==> config.mk <==
export PLATFORM = sky130hd
export DESIGN_NAME = httd_ctrl
export DESIGN_NICKNAME = d
export VERILOG_FILES = /design/src/rtl/httd_pkg.sv /design/src/rtl/httd_ctrl.sv
export SDC_FILE = /design/constraint.sdc
export NUM_CORES = 1
export LEC_CHECK = 0
export BUFFER_PORTS_ARGS = -buffer_cell sky130_fd_sc_hd__buf_4
export CAP_MARGIN = 20
export CORE_AREA = 2 2 39 41
export CTS_CLUSTER_SIZE = 14
export DETAILED_ROUTE_END_ITERATION = 12
export DIE_AREA = 0 0 41 43
export GPL_TIMING_DRIVEN = 0
export PLACE_DENSITY_LB_ADDON = 0.2
export SYNTH_ARGS = -nofsm -noshare
export SYNTH_HDL_FRONTEND = slang
export SYNTH_SLANG_ARGS = --single-unit
==> constraint.sdc <==
create_clock -name clk -period 3.6 [get_ports clk]
set_clock_uncertainty 0.2 [all_clocks]
set_input_delay 0.18 -clock clk [delete_from_list [all_inputs] [get_ports clk]]
set_output_delay 0.18 -clock clk [all_outputs]
set_load 0.005 [all_outputs]
==> src/rtl/httd_pkg.sv <==
// ----------------------------------------------------------------------------
// httd_pkg: shared types and constants for the Huffman tree table decoder
// Table geometry, field widths, operation codes, the control/status bundles
// between controller and datapath, and small table-walk helpers.
// ----------------------------------------------------------------------------
package httd_pkg;

  // Table geometry (power of two, 4 to 512 entries)
  localparam int TREE_ENTRIES = 512;
  localparam int IDX_W        = $clog2(TREE_ENTRIES);

  // Field widths
  localparam int OP_W      = 2;
  localparam int VALUE_W   = 9;
  localparam int SYM_W     = 8;
  localparam int BYTE_W    = 8;
  localparam int COUNT_W   = 24;
  localparam int BIT_CNT_W = $clog2(BYTE_W);

  typedef logic [IDX_W-1:0]   idx_t;
  typedef logic [VALUE_W-1:0] value_t;
  typedef logic [SYM_W-1:0]   sym_t;
  typedef logic [BYTE_W-1:0]  byte_t;
  typedef logic [COUNT_W-1:0] count_t;

  // Operation codes carried by the operation field
  localparam logic [OP_W-1:0] OP_LOAD    = 2'd0;
  localparam logic [OP_W-1:0] OP_DECODE  = 2'd1;
  localparam logic [OP_W-1:0] OP_RESTART = 2'd2;

  // Root node of the code tree
  localparam value_t ROOT_NODE = value_t'(1);

  // Controller to datapath
  typedef struct packed {
    logic in_ready;   // input channel open
    logic start;      // begin a byte walk, issue the first table read
    logic step;       // consume one bit, issue the next table read
    logic push;       // move the pending symbol to the output register
    logic push_last;  // flag the pushed symbol as the last of its byte
  } ctrl_cmd_t;

  // Datapath to controller
  typedef struct packed {
    logic in_valid;
    logic in_decode;  // offered request is a data byte
    logic halted;     // limit reached, data bytes give nothing
    logic leaf;       // current table entry is a leaf
    logic limit_hit;  // that leaf would be the final symbol
    logic bit_last;   // current bit is the byte's LSB
    logic pend_valid; // a symbol waits in the pending register
    logic out_free;   // output register can take a symbol this cycle
  } ctrl_status_t;

  // Next table index: node * 2 + bit, wrapped to the table size
  function automatic idx_t tree_addr(input value_t node, input logic b);
    logic [VALUE_W:0] wide;
    wide = {node, b};
    return idx_t'(wide);
  endfunction

  // Zero or negative entries are leaves
  function automatic logic is_leaf(input value_t raw);
    return (raw == '0) || raw[VALUE_W-1];
  endfunction

  // Leaf symbol is the negated entry, low byte only
  function automatic sym_t leaf_symbol(input value_t raw);
    value_t neg;
    neg = value_t'('0) - raw;
    return neg[SYM_W-1:0];
  endfunction

endpackage

==> src/rtl/httd_ctrl.sv <==
// ----------------------------------------------------------------------------
// httd_ctrl: sequencing controller of the tree table decoder
// Opens the request channel when idle, steps the bit walk one bit a cycle and
// holds the walk while a finished symbol cannot leave.
// ----------------------------------------------------------------------------
module httd_ctrl (
  input  logic                  clk,
  input  logic                  rst,
  input  httd_pkg::ctrl_status_t sts,
  output httd_pkg::ctrl_cmd_t    cmd
);
  import httd_pkg::*;

  typedef enum logic [2:0] {
    ST_IDLE  = 3'b001,
    ST_WALK  = 3'b010,
    ST_FLUSH = 3'b100
  } state_t;

  state_t state;
  state_t state_next;

  // State register
  always_ff @(posedge clk) begin
    if (rst) begin
      state <= ST_IDLE;
    end else begin
      state <= state_next;
    end
  end

  // Next state and commands
  always_comb begin
    state_next    = state;
    cmd           = '0;
    unique case (state)
      ST_IDLE: begin
        cmd.in_ready = 1'b1;
        if (sts.in_valid && sts.in_decode && !sts.halted) begin
          cmd.start  = 1'b1;
          state_next = ST_WALK;
        end
      end
      ST_WALK: begin
        // a new leaf displaces the pending symbol, which needs the output
        if (!(sts.leaf && sts.pend_valid && !sts.out_free)) begin
          cmd.step = 1'b1;
          cmd.push = sts.leaf && sts.pend_valid;
          if ((sts.leaf && sts.limit_hit) || sts.bit_last) begin
            state_next = ST_FLUSH;
          end
        end
      end
      ST_FLUSH: begin
        if (!sts.pend_valid) begin
          state_next = ST_IDLE;
        end else if (sts.out_free) begin
          cmd.push      = 1'b1;
          cmd.push_last = 1'b1;
          state_next    = ST_IDLE;
        end
      end
      default: begin
        state_next = ST_IDLE;
      end
    endcase
  end

endmodule

==> results of run 1 <==
==> stage by stage <==
step,cell area [µm²],worst slack (ns),power [mW]
after floorplan,229,2.21,0.0497
after global placement,354,2.11,0.0636
after detailed placement,354,2.13,0.0634
after CTS,390,1.89,0.126
after global routing,390,1.81,0.131
final,390,1.91,0.122
==> placed cells by master, fill, tap and decap left out, drive strengths merged <==
cell and n:
nand4bb 1, o21ai 2, and2b 1, nor3 1, a21oi 3, dfxtp 3
clkbuf 4, buf 14, nand2b 2, inv 1, dlygate4sd3 1, clkinv 1
nor2 3, o221a 1, or3b 1, and3b 2, nand3b 4, a211oi 2
==> layer usage <==
| layer | wire length [µm] | track usage [%] | vias to the layer above |
|---|---|---|---|
| met1 | 259 | 10.9 | 118 |
| met5 | 0 | 0 | - |
| met4 | 0 | 8.00 | 0 |
| li1 | - | - | 144 |
| met3 | 59 | 3.14 | 0 |
| met2 | 260 | 11.3 | 12 |
==> timing repair <==
item / in CTS / in global routing
setup endpoints to repair: 0 / 0
hold endpoints to repair: 2 / 0
hold buffers: 1 / 0
gates resized for setup: 0 / 0
==> worst paths after layout <==
path,from,to
worst max register to register,state[0]$_SDFFE_PP1P_,state[2]$_SDFFE_PP0P_
worst min register to register,state[2]$_SDFFE_PP0P_,state[1]$_SDFFE_PP0P_
worst min-delay path,sts[2],state[1]$_SDFFE_PP0P_
worst max-delay path,state[0]$_SDFFE_PP1P_,cmd[3]
==> report_power, final <==
group,switching [mW],internal [mW]
Combinational,0.00917,0.0166
Clock,0.0174,0.0415
Sequential,0.00239,0.0351
Total,0.0289,0.0933
==> final cells by class <==
cell class | count | area [µm²] | share of cell area (%)
Clock buffer | 4 | 26.3 | 6.73
Inverter | 2 | 8.76 | 2.24
Multi-Input combinational cell | 23 | 160 | 41.0
Sequential cell | 3 | 60.1 | 15.4
Tap cell | 16 | 20.0 | 5.13
Timing Repair Buffer | 15 | 115 | 29.5
==> worst reg2reg max path: stages (launching register included) <==
cell,delay [ns]
dfxtp_1,0.38
or3b_4,0.42
clkinv_2,0.06
a211oi_1,0.06
o221a_1,0.23
==> kinds of logic after synthesis <==
family | after synthesis | share of synthesized area (%)
DFF | 3 | 26.2
buffers and inverters | 2 | 3.82
and+or+nand+nor | 15 | 47.5
AOI/OAI and AO/OA | 8 | 22.4
==> summary.md, run 1 <==
| Metric | Value |
|---|---|
| Antenna cells | 0 |
| Largest cells by area after synthesis | dfxtp_1, nand3b_1, a21oi_1 |
| Max IR drop VDD | 80.0 µV |
| Initial antenna violation count | 0 |
| Number of cells on the critical path | 3 |
| Root cell of the clock tree | clkbuf_4 |
| Starting Density | roughly 17% |
| Max-cap violations | 0 |
| Clk slew on worst S/H paths | 0.04 ns |
| RSZ-0062 raised after global routing | false |
| Die Span Y | 43 µm |
| Fraction of layout cells with a size suffix above 1 | ~45% |
| IO buf count | 14 |
| Final Cycle Share | a little under half |
| Worst-case clock buffer depth | 2 |
| Die boundary width | 41 µm |
| Max FO, Critical Path | 6 |
| Drt first pass iters | 2 |
| Post-CTS setup buffer count | 0 |
| WL per Instance | 9.19 µm |
| Synth unique cells | 17 |
| Top FF cell, synth | dfxtp_1 |
| Most common cell in the netlist | nand3b_1 |
| Num CTS Buffers | 3 |
| Biggest register | state |
| Routed Antenna Nets | 0 |
| First-pass GRT wire length | around 1000 µm |
| Top cell family by delay on the critical path | simple AND/OR/NAND/NOR gates |
| Via Count | 274 |
| Slowest-stage cell, CP | or3b_4 |
| Slowest stage delay, CP | 0.42 ns |
| Core area | 1380 µm² |
| Syn_nets | 38 |
| 1st-iter DRT viols | 6 |
| Fill count | between 150 and 200 |
| List of most frequent post-synthesis cells | nand3b_1, a21oi_1, dfxtp_1, nor2_1 |
| Max reg flops | 3 |
| H-tree levels | 1 |
| Hold path depth | 4 |
| Count of endpoints failing setup in the final report | 0 |
| Util after Layout | roughly 28% |
| #FFs+latches synth | 3 |
| Final Hold Vio Count | 0 |
| Min Clock Period, post-route | 1.69 ns |
| All-Layer GR Usage | 8.83% |
| Biggest regs | state: 3 flops |
| Peak Freq | 593 MHz |
| Clock Sinks | 3 |
| Number of global-route vias before repair | between 200 and 300 |
| Io pins | 15 |
| Crit Path Class | reg2out |
| Worst r2r path cells | 4 |
| Async SR Flop Fraction | 0% |
| Largest net degree at the start of global routing | 8 |
| Placed Cells | 58 |
| WP data required | 3.22 ns |
| WHS | between 0.15 and 0.2 ns |
| Mean Syn Cell Area | 8.18 µm² |
| Post-synth top area cell | dfxtp_1 |
| Die Area | approximately 1800 µm² |
| Worst path arrival time | about 1.3 ns |
| Via density per instance | 4.35 |
| Netlist Area Pre-Place | roughly 230 µm² |
| Cells after synthesis | 28 |
| CP cell instances | or3b_4 > nor2_1 > buf_4 |
| Synth-to-Final Area Change | 70.5% |
| Fin nets | 58 |
| Sequential-to-total area share from yosys stat | 26.2% |
| Worst hold path type | in2reg |
| Synth warnings | 0 |
| WP buf/inv | 1 |
| Worst-Skew Late Latency | 0.23 ns |
| Grt ovf | 0 |
| PwrDens | about 310 nW/µm² |
| Drt total wl | 579 µm |
| Slew margin rel. | 85.7% |
| CP endpoint kind | output port |
| CTS tree | yes |
| Finished Layout Cells | 63 |
| CP startpoint kind | flop |
| EDFF count, synth | 0 |
| Drt drc | 0 |
| # rows | 14 |
| GPL Wtd Cong | 0.617 |
| Setup TNS | 0 ns |
| Post-synth top area share | between 20% and 30% |
| Flop-to-flop setup slack | 2.14 ns |
| Worst-margin pin slew | 0.213 ns |
| Max-slew violations | 0 |
| Leakage | 0.167 nW |
| Result of the run | complete, no violations |
(Power assumes the default switching activity.)
==> run 2, diff against run 1 <==
Settings changed: ABC_AREA from default to 1.
Clock period 3.6 ns to 1.7 ns, I/O delays scaled along.
==> run 2 against run 1 <==
Die area unchanged; critical path depth up 1; largest power group is now combinational logic; combinational power rose to 7.1 times the previous value; critical path type unchanged; utilization grew 0.45 points; via count grew 2.2%; synthesized cell count up 39%; area after synthesis increased by 2.7%; non-clock buffer count unchanged; count of clock-buffer cells in the layout stayed put.
==> summary.md, run 2 <==
| Metric | Value |
|---|---|
| WL per Instance | 7.22 µm (was 9.19 µm) |
| Most common cell in the netlist | nand2_1 (was nand3b_1) |
| Grt ovf | 0 (unchanged) |
| EDFF count, synth | 0 (unchanged) |
| Clock group share of total power | 29.5% (was 48.2%) |
| Drt first pass iters | 4 (was 2) |
| Post-Synth Simple-Gate Area | 46.8% (was 47.5%) |
| Most common cell after layout, fill and taps aside | buf_4 (unchanged) |
| Netlist Area Pre-Place | 235 µm² (was 229 µm²) |
| Post-Synth Adder-Cell Area | 0% (unchanged) |
| Fill count | 151 (was 171) |
| Dpl ws | 0.533 ns (was 2.13 ns) |
| Biggest regs | state: 3 flops (unchanged) |
| Post-synthesis compound-gate area fraction | 14.9% (was 22.4%) |
| Fraction of layout cells with a size suffix above 1 | 39.7% (was 44.7%) |
| Starting Density | 17.0% (was 16.5%) |
| Drt total wl | 534 µm (was 579 µm) |
| Root cell of the clock tree | clkbuf_4 (unchanged) |
| Mean Syn Cell Area | 6.03 µm² (was 8.18 µm²) |
| Sw Share | 35.9% (was 23.7%) |
| Max FO, Critical Path | 3 (was 6) |
| Worst path arrival time | 1.07 ns (was 1.31 ns) |
| Min Clock Period, post-route | 1.36 ns |
| CTS tree | yes (unchanged) |
| Count of endpoints failing setup in the final report | 0 (unchanged) |
| Peak Freq | 737 MHz |
| Worst-Skew Late Latency | 0.23 ns (about the same) |
| Largest net degree at the start of global routing | 6 (was 8) |
| Sequential cell fraction of total power | 26.3% (was 30.7%) |
| Final Cycle Share | 79.8% |
| Fin nets | 69 (was 58) |
| Sequential cell area | 60.1 µm² (unchanged) |
| Crit Path Class | reg2out (unchanged) |
| PwrDens | 1040 nW/µm² (was 313 nW/µm²) |
| Metal-1 WL | 258 µm (was 259 µm) |
| Routed Antenna Nets | 0 (unchanged) |
| Max reg flops | 3 (unchanged) |
| Die boundary width | 41 µm (unchanged) |
| Die Area | 1760 µm² (unchanged) |
| Area of the multi-input gates | 145 µm² (was 160 µm²) |
| Drt drc | 0 (unchanged) |
| Num CTS Buffers | 3 (unchanged) |
| Die Span Y | 43 µm (unchanged) |
| Leakage | 0.224 nW (was 0.167 nW) |
| Area of placed instances | 360 µm² (was 354 µm²) |
| Mux contribution to synthesized area | 0% (unchanged) |
| GPL Wtd Cong | 0.617 (unchanged) |
| Post-synth top area cell | dfxtp_1 (unchanged) |
| Largest family of logic cells by synthesized area | simple AND/OR/NAND/NOR gates (unchanged) |
| Util after Layout | 28.7% (was 28.2%) |
| Via Count | 280 (was 274) |
| Worst hold path type | in2reg (unchanged) |
| Clk slew on worst S/H paths | 0.03 ns (was 0.04 ns) |
| Worst-margin pin slew | 0.157 ns (was 0.213 ns) |
| # rows | 14 (unchanged) |
| Result of the run | complete, no violations (unchanged) |
| All-Layer GR Usage | 7.42% (was 8.83%) |
| Core area | 1380 µm² (unchanged) |
| Slew margin rel. | 89.5% (was 85.7%) |
| Metal2 WL | 227 µm (was 260 µm) |
| Finished Cell Area | 397 µm² (was 390 µm²) |
| Worst-case clock buffer depth | 2 (unchanged) |
| Antenna cells | 0 (unchanged) |
| Number of global-route vias before repair | 227 (was 261) |
| Synth unique cells | 14 (was 17) |
| Internal cell power | 0.264 mW (was 0.0933 mW) |
| Io pins | 15 (unchanged) |
| Slowest stage delay, CP | 0.33 ns (was 0.42 ns) |
| CP cell instances | nor2_1 > nand2_1 > o22ai_1 > buf_4 (was or3b_4 > nor2_1 > buf_4) |
| Post-CTS setup buffer count | 0 (unchanged) |
| Sequential-to-total area share from yosys stat | 25.5% (was 26.2%) |
| Cells after synthesis | 39 (was 28) |
| Max IR drop VDD | 504 µV (was 80.0 µV) |
| Met3 WL | 49 µm (was 59 µm) |
| Async SR Flop Fraction | 0% (unchanged) |
| DP Wirelength | 433 µm |
| First-pass GRT wire length | 828 µm (was 1010 µm) |
| Max-slew violations | 0 (unchanged) |
| Slowest-stage cell, CP | dfxtp_1 (was or3b_4) |
| Setup ws final | 0.343 ns (was 1.91 ns) |
| CP startpoint kind | flop (unchanged) |
| Final Hold Vio Count | 0 (unchanged) |
| List of most frequent post-synthesis cells | nand2_1, inv_1, nand3_1, nor2_1 (was nand3b_1, a21oi_1, dfxtp_1, nor2_1) |
| Largest cells by area after synthesis | dfxtp_1, nand2_1, inv_1 (was dfxtp_1, nand3b_1, a21oi_1) |
| Flop-to-flop setup slack | 0.53 ns (was 2.14 ns) |
| Synth warnings | 0 (unchanged) |
| Max-cap violations | 0 (unchanged) |
| Via density per instance | 3.78 (was 4.35) |
| Most used cells in the layout excluding fill and tap cells | buf_4, nand2_1, inv_1, nor2_1, nand3_1 (was buf_4, nand3b_1) |
| RSZ-0062 raised after global routing | false (unchanged) |
| 1st-iter DRT viols | 9 (was 6) |
| Psw | 0.148 mW (was 0.0289 mW) |
| Post-synth top area share | 25.5% (was 26.2%) |
| Setup TNS | 0 ns (unchanged) |
| Xor and xnor area share after synthesis | 0% (unchanged) |
| Syn_nets | 49 (was 38) |
| CP endpoint kind | output port (unchanged) |
| Synth-to-Final Area Change | 68.6% (was 70.5%) |
| WP buf/inv | 1 (unchanged) |
| PnR Total Power | 0.412 mW (was 0.122 mW) |
| Biggest register | state (unchanged) |
| Top routing layer in use | met3 (unchanged) |
| Top FF cell, synth | dfxtp_1 (unchanged) |
| Logic pwr share | 44.2% (was 21.1%) |
| IO buf count | 14 (unchanged) |
| Top cell family by delay on the critical path | flip-flops (was simple AND/OR/NAND/NOR gates) |
| Clock Sinks | 3 (unchanged) |
| WP data required | 1.41 ns (was 3.22 ns) |
| Initial antenna violation count | 0 (unchanged) |
| #FFs+latches synth | 3 (unchanged) |
| H-tree levels | 1 (unchanged) |
## run 2: changes by cell type after synthesis, sizes merged, moves of 2 or more
cell and change:
a211oi -2, and3b -2, inv +7, nand3 +5, nand2b -2, nand2 +11, nor2 +2, nand3b -3
## run 2: worst paths after layout
path	start	endpoint	depth (start not counted)
max reg2reg	state[2]$_SDFFE_PP0P_	state[2]$_SDFFE_PP0P_	6
max	state[1]$_SDFFE_PP0P_	cmd[1]	4
min reg2reg	state[2]$_SDFFE_PP0P_	state[2]$_SDFFE_PP0P_	2
min	sts[5]	state[0]$_SDFFE_PP1P_	4
## run 2: power by group through the flow
stage / Combinational [mW] / Clock, mW / Sequential (mW)
after global routing: 0.202 / 0.139 / 0.110
after detailed placement: 0.182 / 0 / 0.110
final: 0.182 / 0.121 / 0.108
after CTS: 0.184 / 0.129 / 0.109
after global placement: 0.184 / 0 / 0.110
after floorplan: 0.121 / 0 / 0.107
## run 2: cell type report
| class | instances | share of cell area (%) |
|---|---|---|
| Clock buffer | 4 | 6.62 |
| Timing Repair Buffer | 15 | 29.0 |
| Inverter | 8 | 7.57 |
| Sequential cell | 3 | 15.1 |
| Multi-Input combinational cell | 28 | 36.6 |
| Tap cell | 16 | 5.05 |
## run 2: kinds of logic after synthesis
| logic type | Yosys count |
|---|---|
| and+or+nand+nor | 22 |
| buffers and inverters | 8 |
| DFF | 3 |
| AOI/OAI and AO/OA | 6 |
## run 2: routing by layer
metal  vias to the layer above  global-route usage [%]
met2                        13                    9.38
met4                         0                    4.00
met3                         0                    6.28
met5                         -                       0
met1                       106                    8.33
li1                        161                       -
## run 2: through the flow
stage          hold WS, ns  std cells
2_1_floorplan      -0.0459         39
3_3_place_gp        0.0682         69
3_5_place_dp        0.0659         69
4_1_cts             0.0435         74
5_1_grt             0.0878         74
6_report            0.0481         74
## run 2: tightest hold or removal path: stages
cell and delay, ns:
buf_4 0.07, nand3b_1 0.14, a21oi_1 0.08, o21ai_0 0.06
## run 2: timing repair
action | CTS | global route
resized for setup | 0 | 0
hold buffers | 1 | 0
endpoints found under the hold margin | 3 | 0
==> run 3, diff against run 2 <==
Clock period 1.7 ns to 1.39 ns, I/O delays scaled along.
==> run 3 against run 2 <==
Final cell count increased by 2.7%; flip-flop and latch count unchanged; clock power increased by 23%; register-to-register slack worse by 0.38 ns; combinational power grew 49%; sequential power increased by 23%; global-route usage did not move; non-clock buffer count rose by 2; largest power group unchanged.
==> summary.md, run 3 (same netlist as run 2, synthesis figures left out) <==
| Metric | Value |
|---|---|
| Fill count | 154 (was 151) |
| Finished Layout Cells | 76 (was 74) |
| Worst path arrival time | 1.07 ns (about the same) |
| Root cell of the clock tree | clkbuf_4 (unchanged) |
| Die boundary width | 41 µm (unchanged) |
| WP data required | 1.12 ns (was 1.41 ns) |
| Min Clock Period, post-route | 1.34 ns |
| Largest net degree at the start of global routing | 6 (unchanged) |
| Leakage | 0.233 nW (was 0.224 nW) |
| Placed Cells | 69 (unchanged) |
| Antenna cells | 0 (unchanged) |
| Clk slew on worst S/H paths | 0.03 ns (about the same) |
| Final Hold Vio Count | 0 (unchanged) |
| Via density per instance | 3.84 (was 3.78) |
| Biggest regs | state: 3 flops (unchanged) |
| 1st-iter DRT viols | 8 (was 9) |
| Max FO, Critical Path | 3 (unchanged) |
| Routed Antenna Nets | 0 (unchanged) |
| Finished Cell Area | 418 µm² (was 397 µm²) |
| Crit Path Class | reg2out (unchanged) |
| Worst-margin pin slew | 0.176 ns (was 0.157 ns) |
| CTS tree | yes (unchanged) |
| Worst-case clock buffer depth | 2 (unchanged) |
| H-tree levels | 1 (unchanged) |
| Starting Density | 17.0% (unchanged) |
| Synth-to-Final Area Change | 77.7% (was 68.6%) |
| Fraction of layout cells with a size suffix above 1 | 45.0% (was 39.7%) |
| Count of endpoints failing setup in the final report | 0 (unchanged) |
| Max reg flops | 3 (unchanged) |
| DP Wirelength | 433 µm (unchanged) |
| Grt ovf | 0 (unchanged) |
| RSZ-0062 raised after global routing | true (was false) |
| Most used cells in the layout excluding fill and tap cells | buf_4, nand2_1, inv_1, nor2_1, nand3_1 (unchanged) |
| Worst-Skew Late Latency | 0.23 ns (about the same) |
| Io pins | 15 (unchanged) |
| Max-cap violations | 0 (unchanged) |
| Biggest register | state (unchanged) |
| Flop-to-flop setup slack | 0.15 ns (was 0.53 ns) |
| PwrDens | 1320 nW/µm² (was 1040 nW/µm²) |
| # rows | 14 (unchanged) |
| Initial antenna violation count | 0 (unchanged) |
| Num CTS Buffers | 3 (unchanged) |
| Die Area | 1760 µm² (unchanged) |
| All-Layer GR Usage | 7.42% (unchanged) |
| First-pass GRT wire length | 828 µm (unchanged) |
| Die Span Y | 43 µm (unchanged) |
| CP endpoint kind | output port (unchanged) |
| Most common cell after layout, fill and taps aside | buf_4 (unchanged) |
| Via Count | 292 (was 280) |
| Fin nets | 71 (was 69) |
| Result of the run | complete, no violations (unchanged) |
| GPL Wtd Cong | 0.617 (unchanged) |
| WL per Instance | 7.29 µm (was 7.22 µm) |
| Drt drc | 0 (unchanged) |
| IO buf count | 14 (unchanged) |
| Slew margin rel. | 88.2% (was 89.5%) |
| CP startpoint kind | flop (unchanged) |
| Drt total wl | 554 µm (was 534 µm) |
| Worst hold path type | in2reg (unchanged) |
| Number of global-route vias before repair | 227 (unchanged) |
| Final Cycle Share | 96.2% |
| Drt first pass iters | 2 (was 4) |
| Peak Freq | around 750 MHz |
| Max IR drop VDD | 687 µV (was 504 µV) |
| Max-slew violations | 0 (unchanged) |
| Core area | 1380 µm² (unchanged) |
| Clock Sinks | 3 (unchanged) |
| Area of placed instances | 360 µm² (unchanged) |
## run 3: cell types whose count changed in the layout (fill, tap and decap cells not counted)
cell     change
a21oi_1      -1
nand2_2      +1
nand2_1      -1
buf_4        +2
a21oi_2      +1
## run 3: area by class of cell
| type | count | area, µm² | share of cell area [%] |
|---|---|---|---|
| Clock buffer | 4 | 26.3 | 6.29 |
| Inverter | 8 | 30.0 | 7.19 |
| Multi-Input combinational cell | 28 | 151 | 36.2 |
| Sequential cell | 3 | 60.1 | 14.4 |
| Tap cell | 16 | 20.0 | 4.79 |
| Timing Repair Buffer | 17 | 130 | 31.1 |
## run 3: where the power goes
part	switching, mW	total (mW)	internal [mW]	leakage (nW)
Combinational	0.127	0.271	0.145	0.194
Sequential	0.0225	0.133	0.110	0.0247
Clock	0.0414	0.149	0.107	0.0150
Total	0.191	0.553	0.362	0.233
## run 3: stage by stage
stage	utilization (%)	setup TNS (ns)	setup slack [ns]	hold slack (ns)	power [mW]
after floorplan	-	0	0.306	-0.0614	0.278
final	30.2	0	0.0530	0.0313	0.553
after global placement	26.0	0	0.204	0.0527	0.359
after detailed placement	26.0	0	0.223	0.0504	0.356
after CTS	28.7	0	0.0396	0.0280	0.516
after global routing	30.2	-0.00879	-0.00879	0.0723	0.605
## run 3: timing repair
action,4_1_cts,5_1_grt
hold buffers,1,0
endpoints found under the hold margin,3,0
buffers inserted,0,2
gates resized for setup,0,2
setup endpoints to repair,0,2
## run 3: per-layer routing
metal	share of wire (%)	GRT usage (%)
met5	0	0
met3	8.1	6.28
met2	45	9.38
met1	47	8.33
met4	0	4.00
## run 3: path summary, 6_finish.rpt
check / from / to / depth (start not counted)
hold reg to reg: state[2]$_SDFFE_PP0P_ / state[2]$_SDFFE_PP0P_ / 3
hold / removal: sts[5] / state[0]$_SDFFE_PP1P_ / 4
setup / recovery: state[1]$_SDFFE_PP0P_ / cmd[1] / 4
setup reg to reg: state[2]$_SDFFE_PP0P_ / state[2]$_SDFFE_PP0P_ / 8
## run 3: worst max-delay path: stages, from the launching register on
cell	delay, ns
dfxtp_1	0.34
nor2_1	0.13
nand2_1	0.08
o22ai_1	0.15
buf_4	0.13
